<file path="src/asm_lex_pkg.sv">
// Package for the assembly line lexer: token kinds, error causes, lexer modes,
// the result word layout and the keyword matching helper.
// No dependencies.
package asm_lex_pkg;

  // lexer modes between characters
  typedef enum logic [2:0] {
    MODE_IDLE      = 3'd0,
    MODE_COMMENT   = 3'd1,
    MODE_CHAR_OPEN = 3'd2,
    MODE_CHAR_GOT  = 3'd3,
    MODE_STRING    = 3'd4,
    MODE_NUMBER    = 3'd5,
    MODE_WORD      = 3'd6
  } lex_mode_e;

  // token kinds
  typedef enum logic [3:0] {
    KIND_END          = 4'd0,
    KIND_COMMA        = 4'd1,
    KIND_DOT          = 4'd2,
    KIND_COLON        = 4'd3,
    KIND_COMMENT      = 4'd4,
    KIND_CHAR         = 4'd5,
    KIND_STRING       = 4'd6,
    KIND_NUMBER       = 4'd7,
    KIND_LABEL        = 4'd8,
    KIND_WORD         = 4'd9,
    KIND_SECTION      = 4'd10,
    KIND_SECTION_TYPE = 4'd11,
    KIND_ERROR        = 4'd12
  } token_kind_e;

  // error causes
  typedef enum logic [1:0] {
    CAUSE_NONE      = 2'd0,
    CAUSE_UNKNOWN   = 2'd1,
    CAUSE_CHAR_CUT  = 2'd2,
    CAUSE_NO_CLOSE  = 2'd3
  } error_cause_e;

  // one result word
  typedef struct packed {
    token_kind_e  kind;
    error_cause_e cause;
    logic [7:0]   start;
    logic [7:0]   length;
    logic         last;
  } token_t;

  // keyword candidate bits: section, data, text
  localparam int unsigned KwSection = 0;
  localparam int unsigned KwData    = 1;
  localparam int unsigned KwText    = 2;

  // character codes
  localparam logic [7:0] ChNul   = 8'd0;
  localparam logic [7:0] ChLf    = 8'd10;
  localparam logic [7:0] ChTab   = 8'd9;
  localparam logic [7:0] ChSpace = 8'h20;
  localparam logic [7:0] ChComma = 8'h2c;
  localparam logic [7:0] ChDot   = 8'h2e;
  localparam logic [7:0] ChColon = 8'h3a;
  localparam logic [7:0] ChSemi  = 8'h3b;
  localparam logic [7:0] ChQuote = 8'h27;
  localparam logic [7:0] ChDquot = 8'h22;
  localparam logic [7:0] ChUscor = 8'h5f;

  localparam logic [7:0] LenSection = 8'd7;
  localparam logic [7:0] LenShort   = 8'd4;

  function automatic logic is_digit(input logic [7:0] c);
    return (c >= "0") && (c <= "9");
  endfunction

  function automatic logic is_alpha(input logic [7:0] c);
    return ((c >= "a") && (c <= "z")) || ((c >= "A") && (c <= "Z"));
  endfunction

  function automatic logic is_num_char(input logic [7:0] c);
    return is_digit(c) || ((c >= "a") && (c <= "f")) || ((c >= "A") && (c <= "F")) ||
           (c == "x") || (c == "X");
  endfunction

  function automatic logic is_word_char(input logic [7:0] c);
    return is_alpha(c) || is_digit(c) || (c == ChUscor) || (c == ChDot);
  endfunction

  function automatic logic [7:0] sat_inc(input logic [7:0] v);
    return (v == 8'hff) ? v : v + 8'd1;
  endfunction

  // keyword letter at a position, zero past the end
  function automatic logic [7:0] kw_letter(input logic [1:0] idx, input logic [7:0] pos);
    logic [7:0] r;
    r = 8'd0;
    case (idx)
      2'd0: begin
        case (pos)
          8'd0: r = "S";
          8'd1: r = "E";
          8'd2: r = "C";
          8'd3: r = "T";
          8'd4: r = "I";
          8'd5: r = "O";
          8'd6: r = "N";
          default: r = 8'd0;
        endcase
      end
      2'd1: begin
        case (pos)
          8'd0: r = "D";
          8'd1: r = "A";
          8'd2: r = "T";
          8'd3: r = "A";
          default: r = 8'd0;
        endcase
      end
      2'd2: begin
        case (pos)
          8'd0: r = "T";
          8'd1: r = "E";
          8'd2: r = "X";
          8'd3: r = "T";
          default: r = 8'd0;
        endcase
      end
      default: r = 8'd0;
    endcase
    return r;
  endfunction

  // drop candidates that do not match the character at this position
  function automatic logic [2:0] kw_update(input logic [2:0] cand, input logic [7:0] pos,
                                           input logic [7:0] c);
    logic [7:0] u;
    logic [2:0] r;
    u = c;
    r = cand;
    if ((c >= "a") && (c <= "z")) begin
      u = c - 8'd32;
    end
    for (int i = 0; i < 3; i++) begin
      if (kw_letter(2'(i), pos) != u || u == 8'd0) begin
        r[i] = 1'b0;
      end
    end
    return r;
  endfunction

endpackage

</file>
<file path="src/assembly_line_lexer.sv">
// Assembly line lexer: streaming tokenizer, one source character per word.
// Uses asm_lex_pkg for token kinds, causes, modes and keyword matching.
//
// Input channel: ch_i with in_valid_i; a word is taken at a clock edge where
// in_valid_i is high and in_stall_o is low. Output channel: one token per
// word on token_kind_o, error_cause_o, token_start_o, token_length_o and
// last_of_run_o, qualified by out_valid_o and held while out_stall_i is high.
// A character gives zero, one or two tokens; last_of_run_o marks the final
// token a character caused. Spaces and tabs give no token of their own, and
// comment bodies give none. The lexer takes one character per cycle while
// in_stall_o is low; its state updates and it pushes its tokens into a
// four-entry result queue whose head drives the outputs and which drains
// one token per cycle while out_stall_i is low. in_stall_o rises when fewer
// than two queue entries are free, so a stalled receiver backs up into the
// input.
// Reset (rst_ni low) empties the queue and returns the lexer to idle at
// column zero with all keyword candidates live.
module assembly_line_lexer #(
  parameter int LINE_COLUMNS = 256
) (
  input  logic                       clk_i,
  input  logic                       rst_ni,
  input  logic                       in_valid_i,
  output logic                       in_stall_o,
  input  logic [7:0]                 ch_i,
  output logic                       out_valid_o,
  input  logic                       out_stall_i,
  output logic [3:0]                 token_kind_o,
  output logic [1:0]                 error_cause_o,
  output logic [7:0]                 token_start_o,
  output logic [7:0]                 token_length_o,
  output logic                       last_of_run_o
);
  import asm_lex_pkg::*;

  localparam logic [7:0] ColLimit = (LINE_COLUMNS - 1 < 255) ? 8'(LINE_COLUMNS - 1) : 8'd255;
  localparam int QDepth = 4;
  localparam int QAw    = $clog2(QDepth);

  lex_mode_e  mode_q, mode_d;
  logic [7:0] column_q, column_d;
  logic [7:0] begin_q, begin_d;
  logic [7:0] count_q, count_d;
  logic [2:0] cand_q, cand_d;

  logic       in_acc, out_acc, eol, again;
  logic       close_vld, new_vld;
  token_t     close_tok, new_tok;

  token_t              queue_q [QDepth];
  logic [QAw-1:0]      wr_ptr_q, rd_ptr_q;
  logic [QAw:0]        fill_q;
  logic [QAw-1:0]      second_ptr;
  logic [1:0]          push_cnt;

  assign in_acc  = in_valid_i && !in_stall_o;
  assign out_acc = out_valid_o && !out_stall_i;
  assign eol     = (ch_i == ChLf) || (ch_i == ChNul);

  // token closing, token opening and state update for one character
  always_comb begin
    mode_d    = mode_q;
    begin_d   = begin_q;
    count_d   = count_q;
    cand_d    = cand_q;
    again     = 1'b0;
    close_vld = 1'b0;
    close_tok = '{kind: KIND_END, cause: CAUSE_NONE, start: begin_q, length: count_q,
                  last: 1'b0};
    new_vld   = 1'b0;
    new_tok   = '{kind: KIND_END, cause: CAUSE_NONE, start: column_q, length: 8'd1,
                  last: 1'b1};

    case (mode_q)
      MODE_COMMENT: begin
        if (eol) begin
          close_vld      = 1'b1;
          close_tok.kind = KIND_COMMENT;
          again          = 1'b1;
        end else begin
          count_d = sat_inc(count_q);
        end
      end
      MODE_CHAR_OPEN: begin
        if (eol) begin
          close_vld       = 1'b1;
          close_tok.kind  = KIND_ERROR;
          close_tok.cause = CAUSE_CHAR_CUT;
          again           = 1'b1;
        end else begin
          count_d = sat_inc(count_q);
          mode_d  = MODE_CHAR_GOT;
        end
      end
      MODE_CHAR_GOT: begin
        close_vld = 1'b1;
        if (ch_i == ChQuote) begin
          count_d          = sat_inc(count_q);
          close_tok.kind   = KIND_CHAR;
          close_tok.length = sat_inc(count_q);
          mode_d           = MODE_IDLE;
        end else begin
          close_tok.kind  = KIND_ERROR;
          close_tok.cause = CAUSE_NO_CLOSE;
          again           = 1'b1;
        end
      end
      MODE_STRING: begin
        if (ch_i == ChDquot) begin
          close_vld        = 1'b1;
          count_d          = sat_inc(count_q);
          close_tok.kind   = KIND_STRING;
          close_tok.length = sat_inc(count_q);
          mode_d           = MODE_IDLE;
        end else if (eol) begin
          close_vld       = 1'b1;
          close_tok.kind  = KIND_ERROR;
          close_tok.cause = CAUSE_NO_CLOSE;
          again           = 1'b1;
        end else begin
          count_d = sat_inc(count_q);
        end
      end
      MODE_NUMBER: begin
        if (is_num_char(ch_i)) begin
          count_d = sat_inc(count_q);
        end else begin
          close_vld      = 1'b1;
          close_tok.kind = KIND_NUMBER;
          again          = 1'b1;
        end
      end
      MODE_WORD: begin
        if (is_word_char(ch_i)) begin
          cand_d  = kw_update(cand_q, count_q, ch_i);
          count_d = sat_inc(count_q);
        end else begin
          close_vld = 1'b1;
          again     = 1'b1;
          if (ch_i == ChColon) begin
            close_tok.kind = KIND_LABEL;
          end else if (cand_q[KwSection] && count_q == LenSection) begin
            close_tok.kind = KIND_SECTION;
          end else if ((cand_q[KwData] || cand_q[KwText]) && count_q == LenShort) begin
            close_tok.kind = KIND_SECTION_TYPE;
          end else begin
            close_tok.kind = KIND_WORD;
          end
        end
      end
      default: begin
        again = 1'b1;
      end
    endcase

    // the character starts the next token
    if (again) begin
      mode_d  = MODE_IDLE;
      begin_d = column_q;
      count_d = 8'd1;
      if (ch_i == ChSpace || ch_i == ChTab) begin
        new_vld = 1'b0;
      end else if (eol) begin
        new_vld        = 1'b1;
        new_tok.kind   = KIND_END;
        new_tok.length = 8'd0;
      end else if (ch_i == ChComma) begin
        new_vld      = 1'b1;
        new_tok.kind = KIND_COMMA;
      end else if (ch_i == ChDot) begin
        new_vld      = 1'b1;
        new_tok.kind = KIND_DOT;
      end else if (ch_i == ChColon) begin
        new_vld      = 1'b1;
        new_tok.kind = KIND_COLON;
      end else if (ch_i == ChSemi) begin
        mode_d = MODE_COMMENT;
      end else if (ch_i == ChQuote) begin
        mode_d = MODE_CHAR_OPEN;
      end else if (ch_i == ChDquot) begin
        mode_d = MODE_STRING;
      end else if (is_digit(ch_i)) begin
        mode_d = MODE_NUMBER;
      end else if (is_alpha(ch_i) || ch_i == ChUscor) begin
        mode_d = MODE_WORD;
        cand_d = kw_update(3'b111, 8'd0, ch_i);
      end else begin
        new_vld       = 1'b1;
        new_tok.kind  = KIND_ERROR;
        new_tok.cause = CAUSE_UNKNOWN;
      end
    end

    close_tok.last = !new_vld;

    // column advance, saturating at the line limit and back to zero at end of line
    if (eol) begin
      column_d = 8'd0;
    end else begin
      column_d = (column_q < ColLimit) ? column_q + 8'd1 : ColLimit;
    end
  end

  // lexer state registers
  always_ff @(posedge clk_i or negedge rst_ni) begin
    if (!rst_ni) begin
      mode_q   <= MODE_IDLE;
      column_q <= 8'd0;
      begin_q  <= 8'd0;
      count_q  <= 8'd0;
      cand_q   <= 3'b111;
    end else if (in_acc) begin
      mode_q   <= mode_d;
      column_q <= column_d;
      begin_q  <= begin_d;
      count_q  <= count_d;
      cand_q   <= cand_d;
    end
  end

  // result queue pointers and fill
  assign second_ptr = wr_ptr_q + QAw'(close_vld);
  assign push_cnt   = in_acc ? (2'(close_vld) + 2'(new_vld)) : 2'd0;

  always_ff @(posedge clk_i or negedge rst_ni) begin
    if (!rst_ni) begin
      wr_ptr_q <= '0;
      rd_ptr_q <= '0;
      fill_q   <= '0;
    end else begin
      wr_ptr_q <= wr_ptr_q + QAw'(push_cnt);
      rd_ptr_q <= rd_ptr_q + QAw'(out_acc);
      fill_q   <= fill_q + (QAw+1)'(push_cnt) - (QAw+1)'(out_acc);
    end
  end

  // result queue storage
  always_ff @(posedge clk_i) begin
    if (in_acc && close_vld) begin
      queue_q[wr_ptr_q] <= close_tok;
    end
    if (in_acc && new_vld) begin
      queue_q[second_ptr] <= new_tok;
    end
  end

  // outputs
  assign in_stall_o     = fill_q > (QAw+1)'(QDepth - 2);
  assign out_valid_o    = fill_q != '0;
  assign token_kind_o   = queue_q[rd_ptr_q].kind;
  assign error_cause_o  = queue_q[rd_ptr_q].cause;
  assign token_start_o  = queue_q[rd_ptr_q].start;
  assign token_length_o = queue_q[rd_ptr_q].length;
  assign last_of_run_o  = queue_q[rd_ptr_q].last;

endmodule
</file>
<file path="config.mk">
export PLATFORM = sky130hd
export DESIGN_NAME = assembly_line_lexer
export DESIGN_NICKNAME = d
export VERILOG_FILES = /design/src/asm_lex_pkg.sv /design/src/assembly_line_lexer.sv
export SDC_FILE = /design/constraint.sdc
export NUM_CORES = 1
export LEC_CHECK = 0
export BUFFER_PORTS_ARGS = -buffer_cell sky130_fd_sc_hd__buf_2
export CAP_MARGIN = 15
export CELL_PAD_IN_SITES_DETAIL_PLACEMENT = 1
export CELL_PAD_IN_SITES_GLOBAL_PLACEMENT = 1
export CORE_MARGIN = 2
export CORE_UTILIZATION = 53
export CTS_BUF_LIST = sky130_fd_sc_hd__clkbuf_4 sky130_fd_sc_hd__clkbuf_8 sky130_fd_sc_hd__clkbuf_16
export DETAILED_ROUTE_END_ITERATION = 8
export GPL_TIMING_DRIVEN = 0
export PLACE_DENSITY = 0.86
export SKIP_LAST_GASP = 1
export SLEW_MARGIN = 15
export SYNTH_ARGS = -nofsm -noshare
export SYNTH_HDL_FRONTEND = slang
export SYNTH_SLANG_ARGS = --single-unit
</file>
<file path="constraint.sdc">
create_clock -name clk_i -period 7.6 [get_ports clk_i]
set_clock_uncertainty 0.05 [all_clocks]
set_input_delay 0.76 -clock clk_i [delete_from_list [all_inputs] [get_ports clk_i]]
set_output_delay 0.76 -clock clk_i [all_outputs]
set_load 0.05 [all_outputs]
</file>
**After elaboration in Yosys (flattened, before gate mapping)**

Memories as Yosys holds them, arrays and structs flattened.
Index checks and enable logic that the tools add are counted.
W data, S select, Z words.

- Flip-flop bits (word level): 37
- Output and inout bits: 25
- Memories kept: 1
- RAM bits: 92
- Input port bits: 12
- Logic and storage cells: 268

Memory list:

| memory | depth | bits a word | rd ports | clocked after Yosys merged registers in | wr ports | line | source |
|---|---|---|---|---|---|---|---|
| queue_q | 4 | 23 | 1 | 0 | 2 | assembly_line_lexer.sv:50 | `token_t queue_q [QDepth];` |

- $add $sub $neg: 9
- Reduce and logical (&&, ||, !) cells: 45
- Equality and inequality tests: 37
- Multiplexer cells: 158
- $lt $le $gt $ge: 10

Operators by type and width:

| cell | count |
|---|---|
| $mux W8 | 63 |
| $mux W3 | 29 |
| $eq A8 B6 Y1 const B | 7 |
| $mux W6 | 9 |
| $pmux W7 S7 | 1 |
| $ne A8 B8 Y1 | 6 |
| $pmux W7 S3 | 2 |
| $pmux W8 S5 | 1 |
| $eq A8 B3 Y1 const B | 4 |
| $le A8 B7 Y1 const B | 4 |
| $logic_not A8 Y1 | 4 |
| $mux W1 | 30 |
| $mux W4 | 7 |
| $eq A8 B7 Y1 const B | 3 |
| $pmux W4 S6 | 1 |
| $mux W2 | 10 |
| $logic_or A1 B1 Y1 | 18 |
| $add A8 B1 Y8 const B | 2 |
| $eq A8 B2 Y1 const B | 2 |
| $eq A8 B4 Y1 const B | 2 |
| $ge A8 B7 Y1 const B | 2 |
| $pmux W8 S2 | 1 |
| $ne A3 B3 Y1 const B | 5 |
| $logic_and A1 B1 Y1 | 11 |
| other kinds (26) | 35 |

**Logic depth before layout (Yosys ltp)**

Gate-level depths: netlist of the first run.

- Depth after elaboration: 29
- Gate-level depth with buffers: 19
- Depth with buffers taken out: 16

**Worst setup path before layout of the first run**

Ideal clock, no wire load.

- Kind: input-to-reg
- From: input port ch_i[7]
- To: memory queue_q[3][10] (netlist bit), enable pin
- Buffers on the path: 3
- Slack: 3,012 ps
- Setup time: 361 ps
- Arrival time: 4,177 ps
- Stages on the path: 14
- Data required time: 7,189 ps
- Path through: buf_2 -> or4_4 -> or4_1 -> buf_2 -> o211ai_4 -> nor2_1 -> nand2_1 -> ha_1 -> xor2_1 -> nand2_1 -> or3_1 -> or2_1 -> clkbuf_1 -> nand2_1

RTL lines:

| element | line | source |
|---|---|---|
| start: declaration | assembly_line_lexer.sv:25 | `input logic [7:0] ch_i,` |
| end: declaration | assembly_line_lexer.sv:50 |  |

==> results.py, run 1 <==
metrics = {
    "timing": {
        "fin_crit_sh_pct": 67.5,
        "timing.setup.tns_ps": 0,
        "setup_viol": 0,
        "grt_setup_unrepaired": "false",
        "clock.fmax_ghz": 0.195,
        "tightest_slew_ps": 1060,
        "timing_hold_violations_final": 0,
        "maxSlewViolCount": 0,
        "worst_slew_margin_rel_pct": 28.7,
        "fin_worst_hold_slack_ps": 405,
        "min_period_ps": 5130,
        "setup_slack_ps": 2470,
    },
    "logic_synthesis": {
        "synth_top_flop_cell": "sky130_fd_sc_hd__edfxtp_1",
        "xor_and_xnor_fraction_of_the_mapped_netlist_area_pct": 1.63,
        "post_synth_main_area_contributors": "sky130_fd_sc_hd__edfxtp_1, sky130_fd_sc_hd__dfrtp_1, sky130_fd_sc_hd__dfxtp_1, sky130_fd_sc_hd__mux4_2, sky130_fd_sc_hd__a22o_1",
        "synth-compound-area-share_pct": 23.9,
        "syn-cell-area_mm2": 0.00807,
        "synth.mux.area_fraction_pct": 7.94,
        "yosysTopAreaCell": "sky130_fd_sc_hd__edfxtp_1",
        "synth_fa_ha_area_share_pct": 2.73,
        "top_cell_type_s_share_of_synthesized_area_pct": 20.8,
        "synth-edff-count": 56,
        "dominant_combinational_cell_family_by_area_after_synthesis": "compound AO/OA/AOI/OAI gates",
        "synthesis.nets": 838,
        "synth_seq_area_share_pct": 41.3,
        "yosysUniqueCellTypes": 98,
        "ys_warn_count": 0,
        "synth-async-reset-ratio_pct": 28.7,
        "syn-mean-instance-area_um2": 9.97,
        "syn-instance-count": 809,
        "synthSimpleGateAreaFrac_pct": 17.6,
        "synth.ff_latch_count": 129,
    },
    "global_route": {
        "globalRouteOverflowTotal": 0,
        "grt_pass1_wl_um": 41200,
        "gr-usage-all-layers_pct": 32.9,
        "grt_antenna_before_repair": 0,
        "grt_max_degree": 38,
        "first_global_vias": 7473,
    },
    "run_status": {
        "status": "finished clean",
    },
    "setup_path": {
        "worst-path-buf-inv": 4,
        "cpLargestDelayFamily": "simple AND/OR/NAND/NOR gates",
        "worst-path-max-fanout": 14,
        "cp_slowest_stage_delay_ps": 760,
        "required_ps": 7600,
        "reg2reg_slack_ps": 2980,
        "timing.critical_path.to_type": "flip-flop",
        "worst_path_max_delay_cell": "sky130_fd_sc_hd__nand2_1",
        "crit_path_start_kind": "input pin",
        "crit_path_cell_trace": "buf_2 -> buf_2 -> nand3b_1 -> nor4_1 -> nor3_1 -> and4_1 -> buf_4 -> buf_2 -> nor2_1 -> nand2_1 -> ha_1 -> nor4_1 -> nand2_1 -> nand2_1",
        "worstPathArrival_ps": 5130,
        "setup.worst_path.class": "input pin to flip-flop",
    },
    "drt": {
        "wire_per_inst_um": 24.6,
        "post-route-drc-count": 0,
        "finalWirelength_um": 26200,
        "route.detailed.vias_per_inst": 6.87,
        "detailroute.via_count": 7299,
        "drt_first_pass_iters": 5,
        "ant_nets": 0,
        "initialDrtViolationCount": 656,
    },
    "clock_tree": {
        "tritoncts_clock_tree": "done",
        "clkLatencyLatePin_ps": 440,
        "clock_tree.htree_level_count": 4,
        "cts-resized-gates": 0,
        "worst_setup_hold_path_clk_slew_ps": 60,
        "cts_setup_buffers": 0,
        "cts.hold.buffers_added": 0,
        "ctsLongestPathBuffers": 2,
        "clock_tree.root_cell": "sky130_fd_sc_hd__clkbuf_16",
        "clock_sink_count": 129,
        "numCtsBuffers": 17,
    },
    "placed_design": {
        "dpl.hpwl_um": 18200,
        "dp_cells": 1030,
        "place_ws_ps": 2160,
        "io_buffers": 33,
        "gp_congestion": 0.909,
    },
    "pwr": {
        "ir_worst_vdd_mv": 0.208,
        "reported_leakage_power_nw": 3.31,
        "power.density_cell_area_mw_per_mm2": 389,
        "post-layout-total-power_mw": 3.53,
    },
    "floorplanning": {
        "start_util_pct": 53.7,
        "rows": 45,
        "chipHeight_um": 127,
        "core_mm2": 0.0150,
        "die_area_mm2": 0.0162,
        "io_pins": 37,
        "die_w_um": 127,
    },
    "flow_run": {
        "maxCapViolations": 0,
    },
    "final_layout": {
        "flow.area_growth_from_synthesis_pct": 12.5,
        "antenna_cells": 0,
        "post_route_cells_drive_above_1_share_pct": 19.4,
        "final_cells": 1063,
        "layout.nets": 891,
    },
    "worst_hold_path": {
        "hold_crit_class": "flip-flop to flip-flop",
    },
}
-- routing by layer --
layer / track usage [%] / vias up / share of wire (%)
met5: 0 / - / 0
met1: 40.7 / 3667 / 40
li1: - / 3232 / -
met3: 6.32 / 75 / 6.3
met4: 14.2 / 0 / 3.2
met2: 56.4 / 325 / 50
-- stage by stage --
step                utilization [%]  area [um2]
floorplan                         -        8070
global placement               56.3        8470
detailed placement             56.3        8470
CTS                            60.2        9050
global route                   60.4        9070
finish                         60.4        9070
-- worst reg2reg max path, stage by stage (launching register included) --
cell,delay [ps]
sky130_fd_sc_hd__dfrtp_1,420
sky130_fd_sc_hd__nor3b_1,730
sky130_fd_sc_hd__o21ai_0,340
sky130_fd_sc_hd__o211ai_4,280
sky130_fd_sc_hd__nor2_1,220
sky130_fd_sc_hd__nand2_1,140
sky130_fd_sc_hd__ha_1,310
sky130_fd_sc_hd__nor4_1,610
sky130_fd_sc_hd__nand2_1,370
sky130_fd_sc_hd__nand2_1,760
-- state kept, by name, indices dropped and copies added, names as in the netlist --
| signal | flops |
|---|---|
| rd_ptr_q | 2 |
| count_q | 8 |
| cand_q | 3 |
| column_q | 8 |
| begin_q | 8 |
| fill_q | 3 |
| queue_q | 92 |
| wr_ptr_q | 2 |
| mode_q | 3 |
-- area by class of cell --
cell class | count | area (um2)
clock buffer | 21 | 497
timing repair buffer | 34 | 176
inverter | 19 | 71.3
multi-input combinational | 594 | 4350
tap | 188 | 235
sequential | 129 | 3330
buffer | 67 | 322
fill | 1661 | 5960
clock inverter | 11 | 88.8
-- report_power, final --
group          internal (mW)  switching [mW]
logic                  0.559            1.15
clock network          0.475           0.346
registers              0.888           0.115
total                   1.92            1.61
-- path summary, 6_finish.rpt --
| kind | cells past startpoint | startpoint | endpoint |
|---|---|---|---|
| setup reg to reg | 9 | mode_q[2]$_DFFE_PN0P_ | queue_q[2][21]$_DFFE_PP_ |
| max in group asynchronous | 1 | rst_ni | fill_q[0]$_DFF_PN0_ |
| min in group asynchronous | 1 | rst_ni | count_q[5]$_DFFE_PN0P_ |
| setup / recovery | 14 | ch_i[7] | queue_q[2][21]$_DFFE_PP_ |
| hold / removal | 2 | queue_q[0][6]$_SDFFE_PP0P_ | queue_q[0][6]$_SDFFE_PP0P_ |
| hold reg to reg | 2 | queue_q[0][6]$_SDFFE_PP0P_ | queue_q[0][6]$_SDFFE_PP0P_ |
-- layout by cell type (no fill, tap or decap), types with 8 or more instances in the layout --
cell type                    n
sky130_fd_sc_hd__clkbuf_1   36
sky130_fd_sc_hd__o21ai_0    33
sky130_fd_sc_hd__o22ai_1    30
sky130_fd_sc_hd__mux4_2     23
sky130_fd_sc_hd__nand3_1    15
sky130_fd_sc_hd__dfxtp_1    36
sky130_fd_sc_hd__inv_1      19
sky130_fd_sc_hd__ha_1       16
sky130_fd_sc_hd__nor4_1      9
sky130_fd_sc_hd__dfrtp_1    34
sky130_fd_sc_hd__a21oi_1    55
sky130_fd_sc_hd__a211oi_1   15
sky130_fd_sc_hd__buf_4      11
sky130_fd_sc_hd__o211ai_1    8
sky130_fd_sc_hd__edfxtp_1   56
sky130_fd_sc_hd__nor3_1     18
sky130_fd_sc_hd__clkbuf_16  19
sky130_fd_sc_hd__xnor2_1     8
sky130_fd_sc_hd__mux2_2     10
sky130_fd_sc_hd__nor2_1     56
sky130_fd_sc_hd__a22o_1     38
sky130_fd_sc_hd__nand2_1    86
sky130_fd_sc_hd__buf_2      44
sky130_fd_sc_hd__and3_1     10
-- kinds of logic (layout without fill, tap and decap cells) --
logic type | after synthesis | after routing
and+or+nand+nor | 267 | 267
adders and majority gates | 17 | 17
buffers and inverters | 86 | 152
muxes | 34 | 34
xor gates and xnor gates | 15 | 15
DFF | 129 | 129
AOI/OAI and AO/OA | 261 | 261
-- synthesized netlist by cell type, types with 16 or more instances --
master / instances
sky130_fd_sc_hd__mux4_2: 23
sky130_fd_sc_hd__a21oi_1: 55
sky130_fd_sc_hd__dfxtp_1: 36
sky130_fd_sc_hd__o22ai_1: 30
sky130_fd_sc_hd__dfrtp_1: 34
sky130_fd_sc_hd__clkbuf_1: 36
sky130_fd_sc_hd__ha_1: 16
sky130_fd_sc_hd__nand2_1: 86
sky130_fd_sc_hd__nor2_1: 56
sky130_fd_sc_hd__o21ai_0: 33
sky130_fd_sc_hd__a22o_1: 38
sky130_fd_sc_hd__edfxtp_1: 56
sky130_fd_sc_hd__inv_1: 19
sky130_fd_sc_hd__nor3_1: 19
No activity file was read; power rests on OpenSTA's default activity.
==> run 2: changes to the inputs <==
--- a/config.mk
+++ b/config.mk
@@ -10,11 +10,11 @@
 export CELL_PAD_IN_SITES_DETAIL_PLACEMENT = 1
 export CELL_PAD_IN_SITES_GLOBAL_PLACEMENT = 1
 export CORE_MARGIN = 2
-export CORE_UTILIZATION = 53
+export CORE_UTILIZATION = 45
 export CTS_BUF_LIST = sky130_fd_sc_hd__clkbuf_4 sky130_fd_sc_hd__clkbuf_8 sky130_fd_sc_hd__clkbuf_16
 export DETAILED_ROUTE_END_ITERATION = 8
 export GPL_TIMING_DRIVEN = 0
-export PLACE_DENSITY = 0.86
+export PLACE_DENSITY = 0.77
 export SKIP_LAST_GASP = 1
 export SLEW_MARGIN = 15
 export SYNTH_ARGS = -nofsm -noshare
==> constraint.sdc (replaced) <==
create_clock -name clk_i -period 4.3 [get_ports clk_i]
set_clock_uncertainty 0.05 [all_clocks]
set_input_delay 0.43 -clock clk_i [delete_from_list [all_inputs] [get_ports clk_i]]
set_output_delay 0.43 -clock clk_i [all_outputs]
set_load 0.05 [all_outputs]
==> results.py, run 2 (same netlist as run 1, synthesis figures left out) <==
metrics = {
    "pwr": {
        "power.density_cell_area_mw_per_mm2": 689,
        "seq_power_share_pct": 28.2,
        "clkPwrFrac_pct": 23.3,
        "p_sw_share_pct": 45.8,
        "reported_leakage_power_nw": 3.34,
        "ir_worst_vdd_mv": 0.530,
        "switching_pwr_mw": 2.91,
        "cell_internal_pwr_mw": 3.44,
        "share_comb_of_total_power_pct": 48.5,
    },
    "clock_tree": {
        "clock_sink_count": 129,
        "tritoncts_clock_tree": "done",
        "ctsLongestPathBuffers": 2,
        "numCtsBuffers": 17,
        "clkLatencyLatePin_ps": 430,
        "cts.hold.buffers_added": 0,
        "clock_tree.root_cell": "sky130_fd_sc_hd__clkbuf_16",
        "worst_setup_hold_path_clk_slew_ps": 60,
        "clock_tree.htree_level_count": 4,
    },
    "setup_path": {
        "worstPathArrival_ps": 4200,
        "reg2reg_slack_ps": 240,
        "crit_path_start_kind": "input pin",
        "r2r.worst_path.cells": 14,
        "reg2reg_to": "fill_q[2]$_DFF_PN0_",
        "worst-path-max-fanout": 10,
        "crit_start": "ch_i[7]",
        "setup.worst_path.class": "input pin to flip-flop",
        "timing.critical_path.to_type": "flip-flop",
        "timing.critical_path.to": "queue_q[3][19]$_DFFE_PP_",
        "r2r_start": "mode_q[2]$_DFFE_PN0P_",
        "required_ps": 4380,
    },
    "timing": {
        "timing_hold_violations_final": 0,
        "clock.fmax_ghz": 0.242,
        "worst_slew_margin_rel_pct": 4.20,
        "maxSlewViolCount": 0,
        "fin_worst_hold_slack_ps": 101,
        "fin_crit_sh_pct": 95.9,
        "min_period_ps": 4120,
        "timing.setup.tns_ps": 0,
        "grt_setup_unrepaired": "false",
        "tightest_slew_ps": 1430,
        "setup_slack_ps": 176,
        "setup_viol": 0,
    },
    "final_layout": {
        "mostFrequentLayoutCell": "sky130_fd_sc_hd__nand2_1",
        "flow.area_growth_from_synthesis_pct": 14.2,
        "most_used_cells_in_the_layout_excluding_fill_and_tap_cells": "sky130_fd_sc_hd__nand2_1, sky130_fd_sc_hd__edfxtp_1, sky130_fd_sc_hd__nor2_1, sky130_fd_sc_hd__a21oi_1, sky130_fd_sc_hd__buf_2",
        "antenna_cells": 0,
        "final_cells": 1103,
        "post_route_cells_drive_above_1_share_pct": 20.8,
        "final_layout_fill_cell_count": 1956,
        "largest_register_ff_count": 92,
        "most_flop_heavy_register": "queue_q",
        "layout.nets": 894,
    },
    "placed_design": {
        "dp_cells": 1067,
        "gp_congestion": 0.895,
        "dpl.hpwl_um": 19000,
        "place_ws_ps": -856,
        "io_buffers": 33,
    },
    "drt": {
        "wire_per_inst_um": 24.9,
        "ant_nets": 0,
        "drt_first_pass_iters": 7,
        "initialDrtViolationCount": 447,
        "post-route-drc-count": 0,
        "finalWirelength_um": 27400,
        "route.detailed.vias_per_inst": 6.55,
        "detailroute.via_count": 7222,
    },
    "floorplanning": {
        "io_pins": 37,
        "die_area_mm2": 0.0190,
        "chipHeight_um": 138,
        "core_mm2": 0.0174,
        "start_util_pct": 46.3,
        "rows": 48,
        "die_w_um": 138,
    },
    "global_route": {
        "gr-usage-all-layers_pct": 29.9,
        "first_global_vias": 7506,
        "globalRouteOverflowTotal": 0,
        "grt_antenna_before_repair": 0,
        "grt_max_degree": 38,
        "grt_pass1_wl_um": 42600,
    },
    "run_status": {
        "status": "finished clean",
    },
    "flow_run": {
        "maxCapViolations": 0,
    },
    "worst_hold_path": {
        "hold_crit_class": "input pin to async pin",
    },
}
run 2: cell types whose count changed in the layout (fill, tap and decap cells not counted), sizes merged:
cell | before | now
clkbuf | 57 | 52
buf | 65 | 67
bufinv | 0 | 2
clkinv | 3 | 5
clkinvlp | 1 | 3
inv | 26 | 24
nand2 | 86 | 88
run 2: timing repair:
action | CTS | global route
setup buffers | 0 | 4
endpoints found under the setup margin | 56 | 70
pin swaps | 1 | 1
cloned | 1 | 1
gates resized for setup | 8 | 7
run 2: area by class of cell:
cell class | count | area, um2 | share of cell area [%]
Multi-Input combinational cell | 596 | 4430 | 48.1
Clock buffer | 17 | 425 | 4.62
Tap cell | 225 | 282 | 3.06
Inverter | 19 | 71.3 | 0.774
Timing Repair Buffer | 37 | 195 | 2.12
Buffer | 65 | 315 | 3.42
Sequential cell | 129 | 3330 | 36.2
Clock inverter | 15 | 158 | 1.71
run 2: power by group through the flow:
stage	registers (mW)	clock network, mW	logic, mW
final	1.79	1.48	3.08
after global routing	1.82	1.53	3.31
after CTS	1.78	1.48	3.02
after detailed placement	1.79	0	2.98
after global placement	1.75	0	2.85
after floorplan	1.71	0	2.25
run 2: per-layer routing:
| metal | track usage (%) | part of all wire [%] | wire length, um | vias to the layer above |
|---|---|---|---|---|
| met3 | 4.06 | 4.6 | 1260 | 54 |
| met2 | 53.1 | 52 | 14200 | 233 |
| met5 | 0 | 0 | 0 | - |
| met4 | 10.5 | 2.2 | 595 | 0 |
| met1 | 37.2 | 41 | 11400 | 3701 |
| li1 | - | - | - | 3234 |
run 2: metrics by stage:
stage                     instance area (um2)  power (mW)  util, %
after floorplan                          8070        3.96        -
after global placement                   8510        4.60     48.9
after detailed placement                 8510        4.76     48.9
after CTS                                9130        6.28     52.4
after global routing                     9210        6.65     52.9
final                                    9210        6.34     52.9
run 2: critical path, cell delays in order:
cell                       delay (ps)
sky130_fd_sc_hd__buf_2            100
sky130_fd_sc_hd__buf_2            180
sky130_fd_sc_hd__or4_4            570
sky130_fd_sc_hd__or4_1            440
sky130_fd_sc_hd__buf_2            220
sky130_fd_sc_hd__o211ai_4         300
sky130_fd_sc_hd__nor2_2           130
sky130_fd_sc_hd__nand2_1          110
sky130_fd_sc_hd__ha_1             230
sky130_fd_sc_hd__xor2_1           260
sky130_fd_sc_hd__nand2_1           90
sky130_fd_sc_hd__or3_1            420
sky130_fd_sc_hd__or2_1            450
sky130_fd_sc_hd__nand2_4          250
run 2: worst min-delay path by stage:
stage                                    start                    endpoint  slack (ps)  cells after the start
detailed placement  queue_q[3][5]$_SDFFE_PP0P_  queue_q[3][5]$_SDFFE_PP0P_         400                      2
floorplan                               rst_ni      begin_q[0]$_DFFE_PN0P_          80                      0
global placement    queue_q[1][3]$_SDFFE_PP0P_  queue_q[1][3]$_SDFFE_PP0P_         390                      2
finish                                  rst_ni      count_q[3]$_DFFE_PN0P_         100                      1
CTS                                     rst_ni      count_q[5]$_DFFE_PN0P_         130                      1
global route                            rst_ni      count_q[3]$_DFFE_PN0P_         170                      1
==> run 3: changes to the inputs <==
--- a/config.mk
+++ b/config.mk
@@ -15,6 +15,7 @@
 export DETAILED_ROUTE_END_ITERATION = 8
 export GPL_TIMING_DRIVEN = 0
 export PLACE_DENSITY = 0.77
+export REMOVE_ABC_BUFFERS = 1
 export SKIP_LAST_GASP = 1
 export SLEW_MARGIN = 15
 export SYNTH_ARGS = -nofsm -noshare
==> results.py, run 3 (same netlist as run 1, synthesis figures left out) <==
metrics = {
    "final_layout": {
        "finalCoreUtilization_pct": 51.5,
        "final_cells": 1043,
        "register_area_mm2": 0.00333,
        "post_route_cell_area_mm2": 0.00897,
        "most_used_cells_in_the_layout_excluding_fill_and_tap_cells": "sky130_fd_sc_hd__nand2_1, sky130_fd_sc_hd__edfxtp_1, sky130_fd_sc_hd__nor2_1, sky130_fd_sc_hd__a21oi_1, sky130_fd_sc_hd__a22o_1",
        "multiInputGateArea_mm2": 0.00443,
        "post_route_cells_drive_above_1_share_pct": 20.7,
        "most_flop_heavy_register": "queue_q",
        "antenna_cells": 0,
        "largest_register_ff_count": 92,
        "flow.area_growth_from_synthesis_pct": 11.2,
        "layout.nets": 834,
        "mostFrequentLayoutCell": "sky130_fd_sc_hd__nand2_1",
        "final_layout_fill_cell_count": 1919,
    },
    "placed_design": {
        "dp_cells": 1004,
        "dpl.hpwl_um": 16600,
        "gp_congestion": 0.854,
        "placed_area_mm2": 0.00823,
        "io_buffers": 36,
    },
    "setup_path": {
        "timing.critical_path.mode_cell": "sky130_fd_sc_hd__ha_1",
        "worst_path_max_delay_cell": "sky130_fd_sc_hd__or4_4",
        "worst-path-max-fanout": 19,
        "worst-path-buf-inv": 4,
        "timing.critical_path.to_type": "flip-flop",
        "setup.worst_path.class": "input pin to flip-flop",
        "required_ps": 4560,
        "crit_path_cell_trace": "buf_2 -> or4_4 -> nor4_4 -> buf_4 -> a21oi_2 -> and3_4 -> a311oi_4 -> ha_1 -> nand2_1 -> ha_1 -> inv_1 -> ha_1 -> inv_1 -> fa_1 -> xor2_1 -> xnor2_1",
        "worstPathArrival_ps": 4380,
        "reg2reg_slack_ps": 220,
        "crit_path_start_kind": "input pin",
        "cpLargestDelayFamily": "simple AND/OR/NAND/NOR gates",
        "cp_slowest_stage_delay_ps": 570,
    },
    "clock_tree": {
        "clock_sink_count": 129,
        "clkLatencyLatePin_ps": 430,
        "ctsLongestPathBuffers": 2,
        "numCtsBuffers": 17,
        "cts.hold.buffers_added": 0,
        "clock_tree.htree_level_count": 4,
        "clock_tree.root_cell": "sky130_fd_sc_hd__clkbuf_16",
        "tritoncts_clock_tree": "done",
        "worst_setup_hold_path_clk_slew_ps": 60,
    },
    "timing": {
        "maxSlewViolCount": 0,
        "worst_slew_margin_rel_pct": 25.4,
        "grt_setup_unrepaired": "false",
        "fin_crit_sh_pct": 95.9,
        "min_period_ps": 4120,
        "tightest_slew_ps": 1110,
        "timing_hold_violations_final": 0,
        "setup_viol": 0,
        "fin_worst_hold_slack_ps": 73.2,
        "clock.fmax_ghz": 0.243,
    },
    "drt": {
        "met1Wirelength_um": 10900,
        "top_signal_layer_used": "met4",
        "initialDrtViolationCount": 505,
        "dr_wl_met3_um": 1180,
        "route.detailed.vias_per_inst": 6.64,
        "finalWirelength_um": 25100,
        "drt_first_pass_iters": 5,
        "post-route-drc-count": 0,
        "wire_per_inst_um": 24.0,
        "ant_nets": 0,
        "detailroute.via_count": 6923,
        "detailroute.wirelength.met2_um": 12600,
    },
    "pwr": {
        "reported_leakage_power_nw": 3.20,
        "ir_worst_vdd_mv": 0.488,
        "post-layout-total-power_mw": 6.18,
        "power.density_cell_area_mw_per_mm2": 689,
    },
    "global_route": {
        "grt_antenna_before_repair": 0,
        "grt_pass1_wl_um": 39400,
        "grt_max_degree": 38,
        "globalRouteOverflowTotal": 0,
        "gr-usage-all-layers_pct": 27.3,
        "first_global_vias": 7156,
    },
    "floorplanning": {
        "core_mm2": 0.0174,
        "die_area_mm2": 0.0190,
        "io_pins": 37,
        "chipHeight_um": 138,
        "die_w_um": 138,
        "rows": 48,
        "start_util_pct": 46.3,
    },
    "worst_hold_path": {
        "hold_crit_class": "input pin to async pin",
    },
    "flow_run": {
        "maxCapViolations": 0,
    },
    "run_status": {
        "status": "finished clean",
    },
}
[run 3: cell types whose count changed in the layout (fill, tap and decap cells not counted), sizes merged]
cell	change
inv	-1
clkbuf	-33
nand2	-2
buf	-24
[run 3: where the power goes]
part	switching (mW)	leakage (nW)	internal (mW)
Clock	0.586	0.282	0.868
Combinational	1.82	1.64	0.968
Sequential	0.369	1.28	1.57
[run 3: per-layer routing]
metal	global-route usage, %	vias to the layer above
met4	8.90	0
li1	-	3108
met3	4.71	39
met1	35.5	3544
met5	0	-
met2	46.1	232
[run 3: layout make-up]
type,instances,area share (%)
Clock buffer,18,4.83
Sequential cell,129,37.2
Timing Repair Buffer,44,2.85
Clock inverter,14,1.76
Tap cell,225,3.14
Inverter,19,0.795
Multi-Input combinational cell,594,49.4
[run 3: worst paths after layout]
path | to | startpoint | cells past startpoint
max | fill_q[2]$_DFF_PN0_ | ch_i[4] | 16
min | rd_ptr_q[1]$_DFF_PN0_ | rst_ni | 1
max reg2reg | fill_q[2]$_DFF_PN0_ | mode_q[1]$_DFFE_PN0P_ | 14
min reg2reg | queue_q[0][3]$_SDFFE_PP0P_ | queue_q[0][3]$_SDFFE_PP0P_ | 2
max in group asynchronous | rd_ptr_q[0]$_DFF_PN0_ | rst_ni | 1
min in group clk_i | rd_ptr_q[0]$_DFF_PN0_ | out_stall_i | 3
[run 3: through the flow]
step	setup TNS (ps)	setup WS [ps]
5_1_grt	0	7.73
4_1_cts	0	15.1
3_3_place_gp	-96420	-939
3_5_place_dp	-112510	-1050
2_1_floorplan	0	56.4
6_report	0	177
[run 3: repair_timing]
action,CTS,global route
gates cloned,0,0
setup buffers,1,6
resized for setup,13,10
pin swaps,1,4
setup endpoints to repair,133,133
